[src/hdl/bba_pkg.sv]
// Shared types, codes and constants of the block bitmap allocator.
package bba_pkg;

   // Field and register widths
   localparam int CFG_W    = 16;
   localparam int BLOCK_W  = 15;
   localparam int OP_W     = 2;
   localparam int STATUS_W = 2;

   // Default geometry of the map (word width must be a power of two)
   localparam int DEF_TOTAL_BLOCKS  = 32768;
   localparam int DEF_MAP_WORD_BITS = 64;

   // Register reset values
   localparam logic [CFG_W-1:0] MANAGED_RESET  = 16'd32768;
   localparam logic [CFG_W-1:0] RESERVED_RESET = 16'd3;

   // Register indexes
   localparam logic CSR_MANAGED  = 1'b0;
   localparam logic CSR_RESERVED = 1'b1;

   typedef enum logic [OP_W-1:0] {
      OP_ALLOC   = 2'd0,
      OP_RELEASE = 2'd1,
      OP_MARK    = 2'd2,
      OP_FORMAT  = 2'd3
   } op_type;

   typedef enum logic [STATUS_W-1:0] {
      ST_OK    = 2'd0,
      ST_FULL  = 2'd1,
      ST_RANGE = 2'd2
   } status_type;

   // Commands from the controller to the datapath
   typedef struct packed {
      logic accept;      // latch the request and restart the counters
      logic sweep_en;    // write one map word at the sweep pointer
      logic sweep_zero;  // sweep writes zeros instead of the format pattern
      logic scan_en;     // read the next word and check the previous one
      logic bit_rd;      // read the word holding the latched block
      logic bit_wr;      // write that word back with the bit changed
      logic load_rsp;    // move the finished result to the output register
   } cmd_type;

   // Status from the datapath to the controller
   typedef struct packed {
      logic range_err;   // incoming block index at or above the managed span
      logic sweep_last;  // sweep pointer is on the last word
      logic scan_done;   // allocate found a block or reached the end of the span or map
      logic rsp_free;    // output register can take a result this cycle
   } stat_type;

endpackage

[src/hdl/bba_ctrl.sv]
// Controller state machine of the block bitmap allocator.
module bba_ctrl
   import bba_pkg::*;
(
   input  logic     clock,
   input  logic     reset,
   input  logic     req_tvalid,
   output logic     req_tready,
   input  op_type   req_op,
   input  stat_type stat,
   output cmd_type  cmd
);

   typedef enum logic [6:0] {
      S_CLEAR  = 7'b0000001,
      S_IDLE   = 7'b0000010,
      S_SCAN   = 7'b0000100,
      S_FORMAT = 7'b0001000,
      S_BIT_RD = 7'b0010000,
      S_BIT_WR = 7'b0100000,
      S_DONE   = 7'b1000000
   } state_type;

   state_type state_ff;
   state_type state_in;

   // Decode state into commands and pick the next state
   always_comb begin
      state_in   = state_ff;
      cmd        = '0;
      req_tready = 1'b0;
      case (state_ff)
         S_CLEAR: begin
            cmd.sweep_en   = 1'b1;
            cmd.sweep_zero = 1'b1;
            if (stat.sweep_last) begin
               state_in = S_IDLE;
            end
         end
         S_IDLE: begin
            req_tready = 1'b1;
            if (req_tvalid) begin
               cmd.accept = 1'b1;
               case (req_op)
                  OP_ALLOC:   state_in = S_SCAN;
                  OP_FORMAT:  state_in = S_FORMAT;
                  OP_RELEASE,
                  OP_MARK:    state_in = stat.range_err ? S_DONE : S_BIT_RD;
                  default:    state_in = S_DONE;
               endcase
            end
         end
         S_SCAN: begin
            cmd.scan_en = 1'b1;
            if (stat.scan_done) begin
               state_in = S_DONE;
            end
         end
         S_FORMAT: begin
            cmd.sweep_en = 1'b1;
            if (stat.sweep_last) begin
               state_in = S_DONE;
            end
         end
         S_BIT_RD: begin
            cmd.bit_rd = 1'b1;
            state_in   = S_BIT_WR;
         end
         S_BIT_WR: begin
            cmd.bit_wr = 1'b1;
            state_in   = S_DONE;
         end
         S_DONE: begin
            if (stat.rsp_free) begin
               cmd.load_rsp = 1'b1;
               state_in     = S_IDLE;
            end
         end
         default: begin
            state_in = S_IDLE;
         end
      endcase
   end

   // Hold state; reset starts the map clearing sweep
   always_ff @(posedge clock) begin
      if (reset) begin
         state_ff <= S_CLEAR;
      end else begin
         state_ff <= state_in;
      end
   end

endmodule

[config.mk]
export PLATFORM = sky130hd
export DESIGN_NAME = bba_ctrl
export DESIGN_NICKNAME = d
export VERILOG_FILES = /design/src/hdl/bba_pkg.sv /design/src/hdl/bba_ctrl.sv
export SDC_FILE = /design/constraint.sdc
export NUM_CORES = 1
export LEC_CHECK = 0
export ABC_CLOCK_PERIOD_IN_PS = 1850
export CAP_MARGIN = 20
export CELL_PAD_IN_SITES_DETAIL_PLACEMENT = 0
export CELL_PAD_IN_SITES_GLOBAL_PLACEMENT = 1
export CORE_UTILIZATION = 41
export CTS_CLUSTER_DIAMETER = 150
export DETAILED_ROUTE_END_ITERATION = 8
export DONT_BUFFER_PORTS = 1
export HOLD_SLACK_MARGIN = 0.12
export PLACE_DENSITY_LB_ADDON = 0.1
export REMOVE_ABC_BUFFERS = 1
export SLEW_MARGIN = 20
export SYNTH_ARGS = -nofsm -noshare
export SYNTH_HDL_FRONTEND = slang
export SYNTH_SLANG_ARGS = --single-unit
[constraint.sdc]
create_clock -name clock -period 1.85 [get_ports clock]
set_input_delay 0.2775 -clock clock [delete_from_list [all_inputs] [get_ports clock]]
set_output_delay 0.2775 -clock clock [all_outputs]
set_load 0.01 [all_outputs]
# --- Word level (Yosys, flattened, before mapping) ---
# Index checks and enable logic that the tools add are counted.
word_totals:
  output_inout_bits: 8
  elab_cells: 38
  inputBits: 9
  reg_bits: 7
op_classes:
  mux: 18
  n_reduce_logical: 4
  eq_ne: 15
op_table:
  columns: ["cell", "count"]
  rows:
  - ["one-hot mux 7 bit (7 select lines)", 1]
  - ["two-way mux 7 bit", 6]
  - ["one-hot mux 7 bit (3 select lines)", 1]
  - ["two-way mux 1 bit", 10]
  - ["!= test 2 bit (second input constant)", 5]
  - ["equality test 7 x 1 -> 1 bit (second input constant)", 1]
  - ["equality test 7 x 2 -> 1 bit (second input constant)", 1]
  - ["equality test 7 x 3 -> 1 bit (second input constant)", 1]
  - ["equality test 7 x 4 -> 1 bit (second input constant)", 1]
  - ["equality test 7 x 5 -> 1 bit (second input constant)", 1]
  - ["equality test 7 x 6 -> 1 bit (second input constant)", 1]
  - ["equality test 7 bit (second input constant)", 1]
  - ["AND reduction 5 bit", 1]
  - ["equality test 2 bit (second input constant)", 2]
  - ["OR reduction 2 bit", 2]
  - ["equality test 2 x 1 -> 1 bit (second input constant)", 1]
  - ["logical NOT 2 bit", 1]

# --- Logic depth before layout (Yosys ltp) ---
logic_depth:
  depth_word: 5
  ltp_mapped: 5
  mapped_depth_nobuf: 5

# --- Least setup slack after synthesis ---
# No wires, ideal clock.
synth_timing:
  kind: "flip-flop to output port"
  startpoint: "register state_ff[0]"
  endpoint: "output cmd[0] (netlist name)"
  stages_incl_launch_ff: 5
  required_ns: 1.572
  arrival_time_ns: 1.187
  n_path_buf: 1
  setup_slack_ns: 0.385
  path_cell_list: "dfxtp_1 -> buf_6 -> nor3_1 -> nand2_1 -> nor4_1"
synth_rtl:
  columns: ["element", "line_no", "text"]
  rows:
  - ["from (decl)", "bba_ctrl.sv:24", "state_type state_ff;"]
  - ["from (signal assigned)", "bba_ctrl.sv:90", "state_ff <= state_in;"]
  - ["to (decl)", "bba_ctrl.sv:11", "output cmd_type cmd"]

==> impl_metrics.ini <==
[power_and_ir_drop]
max-vdd-ir-drop_uv = 380.9
leakage_uw = 0.0002266
p_total_uw = 366.5
power-per-cell-area_nw_per_um2 = 634.1

[layout]
top_regs = state_ff (7)
final_nets = 81
num_antenna_cells = 0
layoutNonFillerInstCount = 83
syn2layout_area_growth_pct = 6.944
fillers = 134
layout-drive-gt1-share_pct = 15.94
largest_register = state_ff
largest_register_ffs = 7

[synth]
syn_area_per_cell_sq_um = 8.190
synth_common_cells = inv_1 (10), dfxtp_1 (7), nor2_1 (6)
synth_most_common_cell = inv_1
ys_seq_area_share_pct = 25.93
yosysTopAreaCell = dfxtp_1
synthCells = 66
synth-edff-count = 0
synth_top_cell_area_share_pct = 25.93
ys.warnings.count = 0
synth_area_leaders = dfxtp_1 (26%), inv_1 (6.9%), buf_6 (6.2%), nor4b_1 (4.9%), ha_1 (4.6%)
synth-seq-cells = 7
yosysUniqueCellTypes = 31
synth_ff_type = dfxtp_1
async_flop_share_pct = 0
syn_area_sq_um = 540.5

[placed_design]
hpwl_microns = 911.3
placedCellCount = 78
io_buffers = 0
place_congestion = 0.6752

[global_routing]
globalRouteOverflowTotal = 0
grt_usage_pct = 19.56
grt_pass1_wl_mm = 1.952
antenna_found_initial = 0
grt_max_degree = 12
grt_pass1_vias = 472

[floorplan]
die_y_microns = 38.31
initial_utilization_pct = 46.15
die_area_sq_um = 1468
num_rows = 12
design.core.area_sq_um = 1171
die_w_microns = 38.31
io_pins = 17

[drt]
antenna_left = 0
wire_per_inst_microns = 13.42
vias = 490
wirelength_mm = 1.114
viasPerCell = 5.904
drtIter0Drc = 4
drt_first_pass_iters = 2
drc = 0

[timing]
slew_violations = 0
hold_violations = 0
post-route-min-period_ns = 1.735
fin_skew_ns = 0.004087
max_slew.worst_pin.slew_ns = 0.4519
slew-limit-headroom_pct = 69.59
fin_tns_setup_ns = 0
timing.fmax_mhz = 576.3
final-setup-viol-count = 0
fin_crit_sh_pct = 93.80
rsz0062_at_grt = no

[clock_network]
cts_tree = done
htreeDepth = 1
clock_tree.buffer_depth = 2
cts_setup_buffers = 0
cts_sinks = 7
clock_latency_ns = 0.24
cts_made_buffers = 3
cts_root_buf = clkbuf_4
clk_pin_slew_worst_paths_ns = 0.05

[worst_setup_path]
end_kind = output pin
critical_path_class = reg2out
required_ns = 1.57
crit_fanout = 8
start_kind = flop
critPathArrivalTime_ns = 1.46

[run_status]
status = complete, no violations

[hold_path]
hold_path.class = in2reg

[job]
cap_violations = 0
-- power breakdown --
part	total, uW	internal, uW	switching (uW)
clock network	133	82.0	51.1
registers	169	157	12.3
logic	64.5	27.8	36.8
total	367	266	100
-- critical path, cell delays in order, from the launching register on --
cell and delay, ns:
dfxtp_1 0.41, nor4_1 0.48, and3_1 0.33
-- what timing repair did --
item,4_1_cts,5_1_grt
endpoints found under the hold margin,1,0
resized for setup,0,2
hold buffers,1,0
endpoints found under the setup margin,0,3
-- metal layers --
| layer | vias up | wire [microns] | GRT usage [%] |
|---|---|---|---|
| li1 | 248 | - | - |
| met1 | 229 | 542 | 26.50 |
| met2 | 11 | 518 | 28.39 |
| met3 | 2 | 36 | 4.070 |
| met4 | 0 | 16 | 10.71 |
| met5 | - | 0 | 0 |
-- cell families (layout without fill, tap and decap cells) --
kind of cell               count (synthesis)  after routing  share of synthesized area [%]
AOI/OAI and AO/OA                         11             11                          15.05
xor gates and xnor gates                   2              2                          3.241
adders and majority gates                  2              2                          4.629
buffers and inverters                     13             16                          13.19
DFF                                        7              7                          25.93
and+or+nand+nor                           31             31                          37.97
-- placed cells by master (no fill, tap or decap) --
cell type | netlist | routed
inv_1 | 10 | 10
dfxtp_1 | 7 | 7
nor2_1 | 6 | 6
nand3_1 | 5 | 5
nor4_1 | 3 | 3
nor4b_1 | 3 | 3
clkbuf_4 | 0 | 3
nand2_1 | 2 | 2
o21ai_0 | 2 | 2
ha_1 | 2 | 2
nor4_4 | 1 | 1
and3_2 | 1 | 1
and3_1 | 1 | 1
nor3_2 | 0 | 1
nor3_1 | 2 | 1
nor4_2 | 1 | 1
xnor2_1 | 1 | 1
nor3b_2 | 0 | 1
and4_2 | 1 | 1
o31ai_2 | 1 | 1
nor3b_1 | 2 | 1
nand4b_1 | 1 | 1
a311oi_1 | 1 | 1
a31o_1 | 1 | 1
xor2_1 | 1 | 1
o211ai_1 | 1 | 1
o21a_1 | 1 | 1
nand4_1 | 1 | 1
o21ai_1 | 1 | 1
a22oi_1 | 1 | 1
o311ai_1 | 1 | 1
a21oi_1 | 1 | 1
nand3b_1 | 1 | 1
clkbuf_1 | 0 | 1
dlygate4sd3_1 | 0 | 1
buf_4 | 0 | 1
-- area by class of cell --
cell class | count | area (sq um) | share of cell area [%]
timing repair buffer | 2 | 17.52 | 3.030
inverter | 10 | 37.54 | 6.494
tap | 14 | 17.52 | 3.030
multi-input combinational | 46 | 339.1 | 58.66
clock buffer | 4 | 26.28 | 4.545
sequential | 7 | 140.1 | 24.24
-- final timing paths --
path          startpoint          end  slack, ns  depth (start not counted)
max          state_ff[0]       cmd[3]       0.11                          2
min              stat[2]  state_ff[0]       0.16                          1
max reg2reg  state_ff[3]  state_ff[3]       0.32                          4
min reg2reg  state_ff[4]  state_ff[5]       0.59                          2
-- metrics by stage --
step | hold slack (ns) | cell area [sq um] | setup WS [ns] | util, %
floorplan | 0.3499 | 506.7 | 0.4076 | -
global placement | 0.3524 | 531.8 | 0.3203 | 45.41
detailed placement | 0.3534 | 531.8 | 0.2992 | 45.41
CTS | 0.1589 | 568.0 | 0.04546 | 48.50
global route | 0.1595 | 578.1 | 0.02906 | 49.36
finish | 0.1593 | 578.1 | 0.1147 | 49.36
Power figures use the tool's default switching activity.
